**src/design/hfcv_pkg.sv**
```systemverilog
// Package for the hex frame checksum verifier.
// Holds the frame layout constants, the shared types and the hex digit decoder.
// No dependencies.
`timescale 1ns / 1ps

package hfcv_pkg;

  // Frame layout, in bytes
  localparam int ADDR_BYTES      = 7;
  localparam int HDR_BYTES       = 1 + 2 * ADDR_BYTES + 2;
  localparam int TRAILER_BYTES   = 3;
  localparam int MIN_BYTES       = HDR_BYTES + TRAILER_BYTES;
  localparam int INFO_CAP_DEFAULT = 128;

  // Configuration register indexes
  typedef enum logic [0:0] {
    CFG_FLAG    = 1'b0,
    CFG_CONTROL = 1'b1
  } cfg_index_t;

  // Reset values of the configuration registers
  localparam logic [7:0] FLAG_RESET    = 8'd126;
  localparam logic [7:0] CONTROL_RESET = 8'd3;

  // Configuration seen by the frame core
  typedef struct packed {
    logic [7:0] flag_value;
    logic [7:0] control_value;
  } cfg_t;

  // One result word
  typedef struct packed {
    logic [7:0] info_length;
    logic [7:0] pid_byte;
    logic       frame_ok;
  } result_t;

  // Decode one ASCII character: bit 4 is set when it is not a hex digit.
  function automatic logic [4:0] digit_value(input logic [7:0] c);
    logic [4:0] d;
    d = 5'h10;
    if (c >= 8'h30 && c <= 8'h39) begin
      d = {1'b0, 4'(c - 8'h30)};
    end else if (c >= 8'h61 && c <= 8'h66) begin
      d = {1'b0, 4'(c - 8'h57)};
    end else if (c >= 8'h41 && c <= 8'h46) begin
      d = {1'b0, 4'(c - 8'h37)};
    end
    return d;
  endfunction

endpackage

```
**src/design/hfcv_frame_core.sv**
```systemverilog
// Frame state of the hex frame checksum verifier: digit pairing, the trailer
// delay line, the running sum and the end-of-frame check.
// Depends on hfcv_pkg.
`timescale 1ns / 1ps

module hfcv_frame_core
  import hfcv_pkg::*;
#(
  parameter int INFO_CAP = INFO_CAP_DEFAULT
) (
  input  logic       clk,
  input  logic       rst,
  input  cfg_t       cfg,
  input  logic       accept,
  input  logic [7:0] hex_char,
  input  logic       last_char,
  output result_t    result
);

  localparam logic [7:0] SUM_END   = 8'(HDR_BYTES + INFO_CAP);
  localparam logic [7:0] ADDR_END  = 8'(2 * ADDR_BYTES);
  localparam logic [7:0] CTRL_IDX  = 8'(2 * ADDR_BYTES + 1);
  localparam logic [7:0] PID_IDX   = 8'(2 * ADDR_BYTES + 2);
  localparam logic [7:0] MIN_COUNT = 8'(MIN_BYTES);
  localparam logic [7:0] CAP       = 8'(INFO_CAP);

  logic [4:0]  high_nibble;
  logic        pair_phase;
  logic [8:0]  byte_delay [TRAILER_BYTES];
  logic [7:0]  byte_count;
  logic [15:0] running_sum;
  logic        error_seen;
  logic [7:0]  held_pid;

  logic [4:0]  digit;
  logic [8:0]  entry;
  logic [7:0]  idx;
  logic [7:0]  out_byte;
  logic        out_bad;
  logic [7:0]  byte_count_next;
  logic [15:0] running_sum_next;
  logic        error_seen_next;
  logic [7:0]  held_pid_next;
  logic [15:0] want;
  logic [15:0] got;
  logic [7:0]  info;
  logic        ok;

  assign digit    = digit_value(hex_char);
  assign entry    = {high_nibble[4] | digit[4], high_nibble[3:0], digit[3:0]};
  assign idx      = byte_count - 8'(TRAILER_BYTES);
  assign out_byte = byte_delay[0][7:0];
  assign out_bad  = byte_delay[0][8];

  // Byte leaving the delay line: check it and add it in by its position
  always_comb begin
    byte_count_next  = byte_count;
    running_sum_next = running_sum;
    error_seen_next  = error_seen;
    held_pid_next    = held_pid;
    if (pair_phase) begin
      if (byte_count != 8'hFF) begin
        byte_count_next = byte_count + 8'd1;
      end
      if (byte_count >= 8'(TRAILER_BYTES)) begin
        if (idx == 8'd0) begin
          if (out_bad || out_byte != cfg.flag_value) begin
            error_seen_next = 1'b1;
          end
        end else if (idx <= ADDR_END) begin
          error_seen_next  = error_seen | out_bad;
          running_sum_next = running_sum + {8'd0, out_byte};
        end else if (idx == CTRL_IDX) begin
          error_seen_next = error_seen | out_bad;
        end else if (idx == PID_IDX) begin
          error_seen_next  = error_seen | out_bad;
          held_pid_next    = out_byte;
          running_sum_next = running_sum + {8'd0, out_byte};
        end else if (idx < SUM_END) begin
          error_seen_next  = error_seen | out_bad;
          running_sum_next = running_sum + {8'd0, out_byte};
        end
      end
    end
  end

  // End-of-frame check; after a push the checksum sits in the two older
  // delay entries, which are the current entries one and two
  always_comb begin
    want = running_sum_next + {8'd0, cfg.control_value};
    got  = {byte_delay[1][7:0], byte_delay[2][7:0]};
    ok   = pair_phase && !error_seen_next && byte_count_next >= MIN_COUNT &&
           !byte_delay[1][8] && !byte_delay[2][8] && got == want;
    info = byte_count_next - MIN_COUNT;
    if (info > CAP) begin
      info = CAP;
    end
    result.frame_ok    = ok;
    result.pid_byte    = ok ? held_pid_next : 8'd0;
    result.info_length = ok ? info : 8'd0;
  end

  // Frame state; everything returns to reset after the last character
  always_ff @(posedge clk) begin
    if (rst) begin
      pair_phase  <= 1'b0;
      byte_count  <= 8'd0;
      running_sum <= 16'd0;
      error_seen  <= 1'b0;
      held_pid    <= 8'd0;
    end else if (accept) begin
      if (last_char) begin
        pair_phase  <= 1'b0;
        byte_count  <= 8'd0;
        running_sum <= 16'd0;
        error_seen  <= 1'b0;
        held_pid    <= 8'd0;
      end else begin
        pair_phase  <= ~pair_phase;
        byte_count  <= byte_count_next;
        running_sum <= running_sum_next;
        error_seen  <= error_seen_next;
        held_pid    <= held_pid_next;
      end
    end
  end

  // Held digit and delay line; their contents count only as byte_count says
  always_ff @(posedge clk) begin
    if (accept) begin
      if (!pair_phase) begin
        high_nibble <= digit;
      end else begin
        byte_delay[0] <= byte_delay[1];
        byte_delay[1] <= byte_delay[2];
        byte_delay[2] <= entry;
      end
    end
  end

endmodule

```
**src/design/hex_frame_checksum_verifier.sv**
```systemverilog
// Top level of the hex frame checksum verifier: stream ports, configuration
// registers and the result register. Depends on hfcv_pkg and hfcv_frame_core.
// The result of a frame is registered and shown in the cycle after its last character.
// Throughput: one character per cycle; the only stall is a held result word.
// Reset (rst, synchronous) clears the frame state and the result valid flag and
// sets flag_value to 126 and control_value to 3.
`timescale 1ns / 1ps

module hex_frame_checksum_verifier
  import hfcv_pkg::*;
#(
  parameter int INFO_CAP = INFO_CAP_DEFAULT
) (
  input  logic        clk,
  input  logic        rst,
  // Configuration write port
  input  logic        cfg_we,
  input  logic [0:0]  cfg_index,
  input  logic [7:0]  cfg_data,
  // Character stream
  input  logic        s_tvalid,
  output logic        s_tready,
  input  logic [7:0]  s_tdata,   // [7:0] hex_char
  input  logic        s_tlast,   // last_char
  // Result stream
  output logic        m_tvalid,
  input  logic        m_tready,
  output logic [23:0] m_tdata    // [0] frame_ok, [8:1] pid_byte, [16:9] info_length
);

  cfg_t    cfg;
  result_t result;
  result_t out_word;
  logic    accept;

  // Configuration registers
  always_ff @(posedge clk) begin
    if (rst) begin
      cfg.flag_value    <= FLAG_RESET;
      cfg.control_value <= CONTROL_RESET;
    end else if (cfg_we) begin
      unique case (cfg_index_t'(cfg_index))
        CFG_FLAG:    cfg.flag_value    <= cfg_data;
        CFG_CONTROL: cfg.control_value <= cfg_data;
        default:     ;
      endcase
    end
  end

  // A word is taken whenever the result register is free or being emptied
  assign s_tready = !m_tvalid || m_tready;
  assign accept   = s_tvalid && s_tready;

  hfcv_frame_core #(
    .INFO_CAP(INFO_CAP)
  ) u_core (
    .clk      (clk),
    .rst      (rst),
    .cfg      (cfg),
    .accept   (accept),
    .hex_char (s_tdata),
    .last_char(s_tlast),
    .result   (result)
  );

  // Result register
  always_ff @(posedge clk) begin
    if (rst) begin
      m_tvalid <= 1'b0;
    end else if (accept && s_tlast) begin
      m_tvalid <= 1'b1;
    end else if (m_tready) begin
      m_tvalid <= 1'b0;
    end
  end

  always_ff @(posedge clk) begin
    if (accept && s_tlast) begin
      out_word <= result;
    end
  end

  assign m_tdata = {7'd0, out_word};

endmodule
```
**config.mk**
```make
export PLATFORM = sky130hd
export DESIGN_NAME = hex_frame_checksum_verifier
export DESIGN_NICKNAME = d
export VERILOG_FILES = /design/src/design/hfcv_pkg.sv /design/src/design/hfcv_frame_core.sv /design/src/design/hex_frame_checksum_verifier.sv
export SDC_FILE = /design/constraint.sdc
export NUM_CORES = 1
export LEC_CHECK = 0
export ABC_AREA = 1
export BUFFER_PORTS_ARGS = -buffer_cell sky130_fd_sc_hd__buf_2
export CORE_ASPECT_RATIO = 1.4
export CORE_MARGIN = 4
export CORE_UTILIZATION = 65
export DETAILED_ROUTE_END_ITERATION = 16
export GPL_ROUTABILITY_DRIVEN = 1
export PLACE_DENSITY = 0.85
export REMOVE_ABC_BUFFERS = 1
export SLEW_MARGIN = 10
export SYNTH_ARGS = -nofsm -noshare
export SYNTH_HDL_FRONTEND = slang
export SYNTH_SLANG_ARGS = --single-unit
```
**constraint.sdc**
```tcl
create_clock -name clk -period 12.08 [get_ports clk]
set_clock_uncertainty 0.15 [all_clocks]
set_input_delay 2.416 -clock clk [delete_from_list [all_inputs] [get_ports clk]]
set_output_delay 2.416 -clock clk [all_outputs]
set_load 0.02 [all_outputs]
```
* Yosys cells after proc, flatten, opt, wreduce, memory -nomap -nowiden *
Memory sizes are Yosys's and may differ from the RTL's.
Cells that the tools add are included.

operators by class
  $add $sub $neg = 8
  multipliers = 0
  divide/modulo/power cells = 0
  magnitude comparators = 11
  equal/unequal tests = 5
  shifts and indexed selects = 0
  multiplexer cells = 37
  bitwise logic cells = 5
  reduce and logical (&&, ||, !) cells = 22

operator list
  kind                                                               count
  2-to-1 mux 16 bit                                                  8
  2-to-1 mux 8 bit                                                   11
  adder 16 x 8 -> 16 bit                                             2
  equality test 16 bit                                               1
  greater-or-equal comparator 8 x 7 -> 1 bit, second input constant  2
  less-or-equal comparator 8 x 7 -> 1 bit, second input constant     2
  2-to-1 mux 1 bit                                                   15
  2-to-1 mux 5 bit                                                   3
  logical AND 1 bit                                                  10
  adder 8 x 1 -> 8 bit, second input constant                        1
  equality test 8 x 4 -> 1 bit, second input constant                1
  equality test 8 x 5 -> 1 bit, second input constant                1
  greater-or-equal comparator 8 x 2 -> 1 bit, second input constant  1
  greater-or-equal comparator 8 x 5 -> 1 bit, second input constant  1
  greater-or-equal comparator 8 x 6 -> 1 bit, second input constant  1
  > comparator 8 bit, second input constant                          1
  less-or-equal comparator 8 x 4 -> 1 bit, second input constant     1
  less-or-equal comparator 8 x 6 -> 1 bit, second input constant     1
  logical NOT 8 bit                                                  1
  less-than comparator 8 bit, second input constant                  1
  != test 8 bit                                                      1
  != test 8 bit, second input constant                               1
  subtractor 4 x 3 -> 4 bit, second input constant                   2
  subtractor 8 x 2 -> 8 bit, second input constant                   1
  9 further kinds                                                    18

word-level totals
  register bits after elaboration = 73
  bits in latches = 0
  bits in writable memories = 27
  memory bits (read-only) = 0
  input bits = 23
  output and inout port bits = 26
  word-level logic and storage cells = 102
  memories = 1

memories
  memory             depth  width  rd ports  clocked after Yosys merged registers in  wr ports  line                   text
  u_core.byte_delay  3      9      3         0                                        3         hfcv_frame_core.sv:29  logic [8:0] byte_delay [TRAILER_BYTES];

* Longest topological paths before layout *
Gate-level depths: netlist (run 1).

  depth after elaboration = 17
  mapped depth = 36
  mapped depth without buffers = 35

* By module *
A second synthesis (run 1) with hierarchy kept.

unflattened totals
  cells, all modules = 782
  area, all modules = 6128.4 µm²

modules (own cells, without submodules)
  module                       times used  cells an instance  area each (µm²)  seq. area each (µm²)
  hfcv_frame_core              1           670                4923.5           1641.6
  hex_frame_checksum_verifier  1           112                1204.9           850.8

* Least setup slack after synthesis (run 1) *
No wires, ideal clock.

  path kind = input -> output
  from = input port m_tready
  to = output port s_tready
  arrival time = 2.607 ns
  required time = 9.514 ns
  slack = 6.907 ns
  stages = 2
  buffers on the path = 0
  cell sequence = inv_1 -> nand2_1

on the way
  word-level cells in the longest chain between the ends = 1

ends and longest elaborated chain
  what              line                               text
  start, declared   hex_frame_checksum_verifier.sv:27  input logic m_tready,
  logical OR 1 bit  hex_frame_checksum_verifier.sv:51  assign s_tready = !m_tvalid || m_tready;
  end, declared     hex_frame_checksum_verifier.sv:22  output logic s_tready,

Every way passes these cells.

* Worst setup path in the final report (run 1) *
Same ends and word-level chain as after synthesis.

==> results of run 1 <==
[logic make-up (layout without fill, tap and decap cells)]
family	count (synthesis)	after routing
AO/OA/AOI/OAI	98	98
XOR/XNOR	27	27
adder cells (fa/ha/maj)	29	29
buffers and inverters	114	153
flip-flops	100	100
other	1	7
AND/OR/NAND/NOR	412	412
[metal layers]
layer | up-vias | routed length (um) | GRT usage
met4 | 0 | 662 | 0.156
met3 | 45 | 571 | 0.0320
met2 | 162 | 7580 | 0.496
li1 | 2618 | - | -
met5 | - | 0 | 0
met1 | 2422 | 5430 | 0.275
[registers in the layout (all words and copies together), names as in the netlist]
name / cells
u_core.held_pid: 8
cfg: 16
u_core.pair_phase: 1
u_core.running_sum: 16
m_tvalid: 1
u_core.byte_delay: 27
u_core.error_seen: 1
m_tdata: 17
u_core.byte_count: 8
u_core.high_nibble: 5
[layout make-up]
| cell class | instances | area [um2] |
|---|---|---|
| Multi-Input combinational cell | 573 | 3310 |
| Fill cell | 715 | 2620 |
| Sequential cell | 100 | 2490 |
| Inverter | 93 | 354 |
| Clock buffer | 11 | 233 |
| Timing Repair Buffer | 44 | 228 |
| Tap cell | 110 | 138 |
| Clock inverter | 5 | 36.3 |
[report_power, final]
| group | internal, mW | switching (mW) |
|---|---|---|
| clock network | 0.141 | 0.125 |
| logic | 0.0219 | 0.0477 |
| registers | 0.365 | 0.00771 |
[cell usage after synthesis (2+ instances only)]
cell type and instances:
dfxtp_1 51, xnor2_1 12, buf_1 2, inv_2 9, nand3b_1 7, inv_1 82
nor2_4 8, o22ai_1 7, xor2_2 2, a21oi_1 39, nand3_2 7, nor2_1 67
o21ai_1 3, nand2_2 16, nand4_2 3, nor2_2 21, buf_4 7, ha_1 27
nor3_1 3, nand2_1 198, nand3_4 2, o21ai_0 31, or2_2 8, or2_1 3
edfxtp_1 49, a211oi_1 2, a31oi_1 2, xor2_1 13, fa_1 2, nand3_1 43
o211ai_1 5, nand4_1 13, clkbuf_1 11, nand2_4 6
[metrics by stage]
stage | worst slack [ns] | hold WS (ns) | total power, mW
floorplan | 6.91 | 0.250 | 0.426
global placement | 6.74 | 0.253 | 0.446
detailed placement | 6.74 | 0.255 | 0.449
CTS | 6.74 | 0.271 | 0.711
global route | 6.59 | 0.290 | 0.734
finish | 6.70 | 0.275 | 0.709
[path summary, 6_finish.rpt]
kind / to / slack, ns / depth (start not counted)
setup / recovery: s_tready / 6.70 / 4
hold / removal: u_core.byte_delay[0][25] / 0.27 / 0
setup reg to reg: m_tdata[4] / 7.00 / 33
hold reg to reg: u_core.byte_delay[0][25] / 0.27 / 0
==> impl_metrics.env, run 1 <==
export IMPL_post_cts_setup_buffers=0
export IMPL_timing_final_hold_violations=0
export IMPL_grt_pass1_wl_um=23200
export IMPL_htree_levels=3
export IMPL_synth_main_ff_cell="dfxtp_1"
export IMPL_ys_seq_elements=100
export IMPL_synth_adder_area_share=0.0606
export IMPL_drive_gt1_frac=0.186
export IMPL_grt_start_max_net_pins=36
export IMPL_clock_latency_ns=0.34
export IMPL_min_period_over_period=0.445
export IMPL_tritoncts="yes"
export IMPL_r2r_start="u_core.byte_count[0]"
export IMPL_yosys_mux_area_fraction=0
export IMPL_antenna_found_initial=0
export IMPL_cts_hold_repair_buffers=0
export IMPL_critical_path_cell_chain="buf_2 -> inv_1 -> nand2_1 -> buf_2"
export IMPL_synth_xor_area_share=0.0403
export IMPL_rsz0062_at_grt="false"
export IMPL_root_buffer="clkbuf_16"
export IMPL_synth_area_leaders="edfxtp_1, dfxtp_1, nand2_1, ha_1, inv_1"
export IMPL_cp_required_ns=9.51
export IMPL_final_instance_count_excl_fill=936
export IMPL_yosys_area_top_type="edfxtp_1"
export IMPL_seq_area_frac_synth=0.400
export IMPL_dp_cells=920
export IMPL_portBuffers=41
export IMPL_cts_resized=0
export IMPL_stdcell_area_mm2=0.00679
export IMPL_detailed_place_hpwl_um=10900
export IMPL_maxSlewHeadroom=0.437
export IMPL_clock_sinks=100
export IMPL_dpl_cell_area_mm2=0.00652
export IMPL_fin_nets=873
export IMPL_diodes=0
export IMPL_synthSimpleGateAreaFrac=0.331
export IMPL_async_reset_ff_frac=0
export IMPL_start_util=0.663
export IMPL_synth_area_mm2=0.00623
export IMPL_die_w_um=90.8
export IMPL_synth_top_area_frac=0.236
export IMPL_powerDensity_mw_per_mm2=104
export IMPL_outcome="finished, final reports clean"
export IMPL_syn_to_final_growth_pct=8.91
export IMPL_fin_util=0.722
export IMPL_ant_nets=0
export IMPL_drc=0
export IMPL_final_common_cell="nand2_1"
export IMPL_layout_common_cells="nand2_1, inv_1, nor2_1"
export IMPL_cts_buffers=9
export IMPL_fmax_ghz=0.186
export IMPL_rows=42
export IMPL_min_from="u_core.high_nibble[3]"
export IMPL_worstMarginPinSlew_ns=0.839
export IMPL_synth_distinct_cells=54
export IMPL_cp_startpoint="m_tready"
export IMPL_dr_total_vias=5247
export IMPL_synth_edf_count=49
export IMPL_gr_total_overflow=0
export IMPL_critPathArrivalTime_ns=2.82
export IMPL_drt_wl_total_um=14200
export IMPL_min_delay_path_class="flip-flop to flip-flop"
export IMPL_drt_pass1_iterations=5
export IMPL_worstSetupStartpointType="primary input"
export IMPL_gp_congestion=0.926
export IMPL_grtUsageTotal=0.260
export IMPL_peakVddDrop_v=0.000103
export IMPL_max_cap_viol_count=0
export IMPL_io_pins=49
export IMPL_clk_pin_slew_ns=0.06
export IMPL_finalSetupViolCount=0
export IMPL_slowest_stage="buf_2"
export IMPL_clockBufferDepth=2
export IMPL_crit_buf_inv=3
export IMPL_yosys_warnings=0
export IMPL_dieHeight_um=124
export IMPL_crit_top_cell="buf_2"
export IMPL_avgSynthCellArea_um2=7.98
export IMPL_path_class="primary input to output pin"
export IMPL_synth_top_family_by_area="simple AND/OR/NAND/NOR gates"
export IMPL_dieArea_mm2=0.0112
export IMPL_viasPerCell=5.61
export IMPL_grt_pass1_vias=5191
export IMPL_path_delay_family="buffers and inverters"
export IMPL_timing_final_crit_period_ns=5.38
export IMPL_synth_compound_area_frac=0.0937
export IMPL_tns_ns=0
export IMPL_max_stage_delay_ns=0.17
export IMPL_syn_instance_count=781
export IMPL_drtIter0Drc=324
export IMPL_p_leak_nw=2.91
export IMPL_routedWlPerCell_um=15.2
export IMPL_slew_violations=0
export IMPL_critPathCaptureType="output pin"
export IMPL_core_area_mm2=0.00941
export IMPL_cp_max_fo=3
Power figures use the tool's default switching activity.
==> inputs of run 2 (changes only) <==
- CORE_UTILIZATION: 65 -> 55
- PLACE_DENSITY: 0.85 -> 0.77
- clock period: 12.08 -> 4.58 ns (I/O delays scaled with it)
==> run 2 against run 1 <==
Via count rose by 1.7%. Worst setup slack got worse by 6.5 ns. Cell count rose by 5.2%. Die area rose by 17%. Total power rose to 2.8 times the previous value. Count of clock-buffer cells in the layout fell by 1. Critical endpoint is now m_tdata[5]. Largest cell class unchanged. Highest routed layer unchanged.
==> impl_metrics.env, run 2 (same netlist as run 1, synthesis figures left out) <==
export IMPL_r2r_start="u_core.byte_count[0]"
export IMPL_clock_latency_ns=0.35
export IMPL_timing_final_crit_period_ns=4.34
export IMPL_core_area_mm2=0.0110
export IMPL_hold_depth=0
export IMPL_diodes=0
export IMPL_slew_violations=0
export IMPL_clockBufferDepth=2
export IMPL_powerDensity_mw_per_mm2=278
export IMPL_min_delay_path_class="flip-flop to flip-flop"
export IMPL_fin_nets=891
export IMPL_layout_common_cells="nand2_1, inv_1, nor2_1"
export IMPL_r2r_end="m_tdata[5]"
export IMPL_ant_nets=0
export IMPL_drive_gt1_frac=0.227
export IMPL_min_delay_worst_endpoint="u_core.byte_delay[0][24]"
export IMPL_portBuffers=41
export IMPL_max_cap_viol_count=0
export IMPL_dieArea_mm2=0.0131
export IMPL_r2r_cells=27
export IMPL_final_common_cell="nand2_1"
export IMPL_reg2reg_setup_slack_ns=0.24
export IMPL_clock_sinks=100
export IMPL_critPathArrivalTime_ns=4.40
export IMPL_min_from="u_core.high_nibble[2]"
export IMPL_syn_to_final_growth_pct=14.8
export IMPL_drtIter0Drc=303
export IMPL_grt_pass1_vias=5082
export IMPL_dr_total_vias=5336
export IMPL_tns_ns=0
export IMPL_die_w_um=98.0
export IMPL_antenna_found_initial=0
export IMPL_dp_slack_ns=-0.0720
export IMPL_timing_final_hold_violations=0
export IMPL_start_util=0.568
export IMPL_peakVddDrop_v=0.000239
export IMPL_cts_buffers=9
export IMPL_tritoncts="yes"
export IMPL_path_class="flip-flop to flip-flop"
export IMPL_detailed_place_hpwl_um=11100
export IMPL_gr_total_overflow=0
export IMPL_min_period_over_period=0.947
export IMPL_worstMarginPinSlew_ns=0.817
export IMPL_p_leak_nw=3.02
export IMPL_cp_required_ns=4.64
export IMPL_stdcell_area_mm2=0.00715
export IMPL_finalSetupViolCount=0
export IMPL_drt_wl_total_um=14700
export IMPL_rows=45
export IMPL_dp_cells=959
export IMPL_dieHeight_um=134
export IMPL_largest_register="u_core.byte_delay"
export IMPL_critPathCaptureType="flip-flop"
export IMPL_dpl_cell_area_mm2=0.00662
export IMPL_drc=0
export IMPL_final_instance_count_excl_fill=985
export IMPL_cp_max_fo=10
export IMPL_drt_pass1_iterations=6
export IMPL_root_buffer="clkbuf_16"
export IMPL_routedWlPerCell_um=15.0
export IMPL_htree_levels=3
export IMPL_viasPerCell=5.42
export IMPL_gp_congestion=0.994
export IMPL_grt_pass1_wl_um=23900
export IMPL_outcome="finished, final reports clean"
export IMPL_io_pins=49
export IMPL_grtUsageTotal=0.225
export IMPL_worstSetupStartpointType="flip-flop"
export IMPL_layout_setup_ws_ns=0.241
export IMPL_maxSlewHeadroom=0.451
export IMPL_clk_pin_slew_ns=0.07
export IMPL_largest_register_ffs=27
export IMPL_fmax_ghz=0.230
export IMPL_grt_start_max_net_pins=36
[run 2: changes by cell type in the layout (fill, tap and decap cells not counted), moves of 2 or more]
cell and delta:
buf_4 +16, dfxtp_1 -7, dfxtp_2 +6, o21ai_0 -4
ha_1 -3, ha_4 +3, a21oi_1 -2, clkbuf_1 -2
clkinv_2 -2, inv_1 -2, o21ai_1 +2
[run 2: worst max path at each step]
stage,start,endpoint,slack [ns],cells past startpoint
6_report,u_core.byte_count[0],m_tdata[5],0.24,27
5_1_grt,u_core.byte_count[0],m_tdata[10],-0.04,27
4_1_cts,u_core.byte_count[0],m_tdata[5],0.02,32
3_5_place_dp,u_core.byte_count[0],m_tdata[5],-0.07,29
3_3_place_gp,u_core.byte_count[0],m_tdata[15],0.16,29
2_1_floorplan,u_core.byte_count[0],m_tdata[10],0.31,32
[run 2: area by class of cell]
type                       instances  area [um2]
clock buffer                      10         250
clock inverter                     6        73.8
fill                             925        3820
inverter                          93         357
multi-input combinational        573        3430
sequential                       100        2500
tap                              141         176
timing repair buffer              62         364
[run 2: what timing repair did]
| action | CTS | global route |
|---|---|---|
| buffers inserted | 0 | 10 |
| endpoints found under the hold margin | 0 | 0 |
| pin swaps | 0 | 29 |
| setup endpoints to repair | 17 | 17 |
| gates resized for setup | 5 | 33 |
| hold buffers | 0 | 0 |
[run 2: worst max-delay path: stages (launching register included)]
cell	delay, ns
dfxtp_4	0.37
ha_4	0.18
inv_4	0.06
nand2_2	0.08
xor2_4	0.18
nor2_4	0.20
nand3_2	0.12
nand2_4	0.12
nand2_8	0.07
nand2_8	0.10
nand2_1	0.07
nand2_2	0.09
ha_4	0.13
inv_1	0.06
fa_2	0.58
xor2_1	0.15
nand3_1	0.08
nor2_1	0.11
nand3_1	0.08
nor2_1	0.10
nand3_1	0.09
nor2_1	0.12
nand3_1	0.08
nor2_1	0.14
nand4_1	0.17
nor2_4	0.21
nand3_4	0.19
nor2_2	0.13
[run 2: per-layer routing]
layer  wire length (um)  share of wire  vias to the layer above  global-route usage
li1                   -              -                     2649                   -
met1               5490           0.37                     2464               0.247
met2               7960           0.54                      180               0.419
met3                750          0.051                       43              0.0375
met4                545          0.037                        0               0.101
met5                  0              0                        -                   0
[run 2: metrics by stage]
step            util  total power, mW  hold slack, ns
2_1_floorplan      -             1.12           0.250
3_5_place_dp   0.603             1.19           0.257
5_1_grt        0.652             2.06           0.299
4_1_cts        0.633             2.00           0.274
3_3_place_gp   0.603             1.18           0.254
6_report       0.652             1.99           0.273
[run 2: report_power, final]
| part | switching, mW | internal, mW |
|---|---|---|
| Combinational | 0.131 | 0.0644 |
| Clock | 0.348 | 0.466 |
| Sequential | 0.0188 | 0.963 |
| Total | 0.498 | 1.49 |
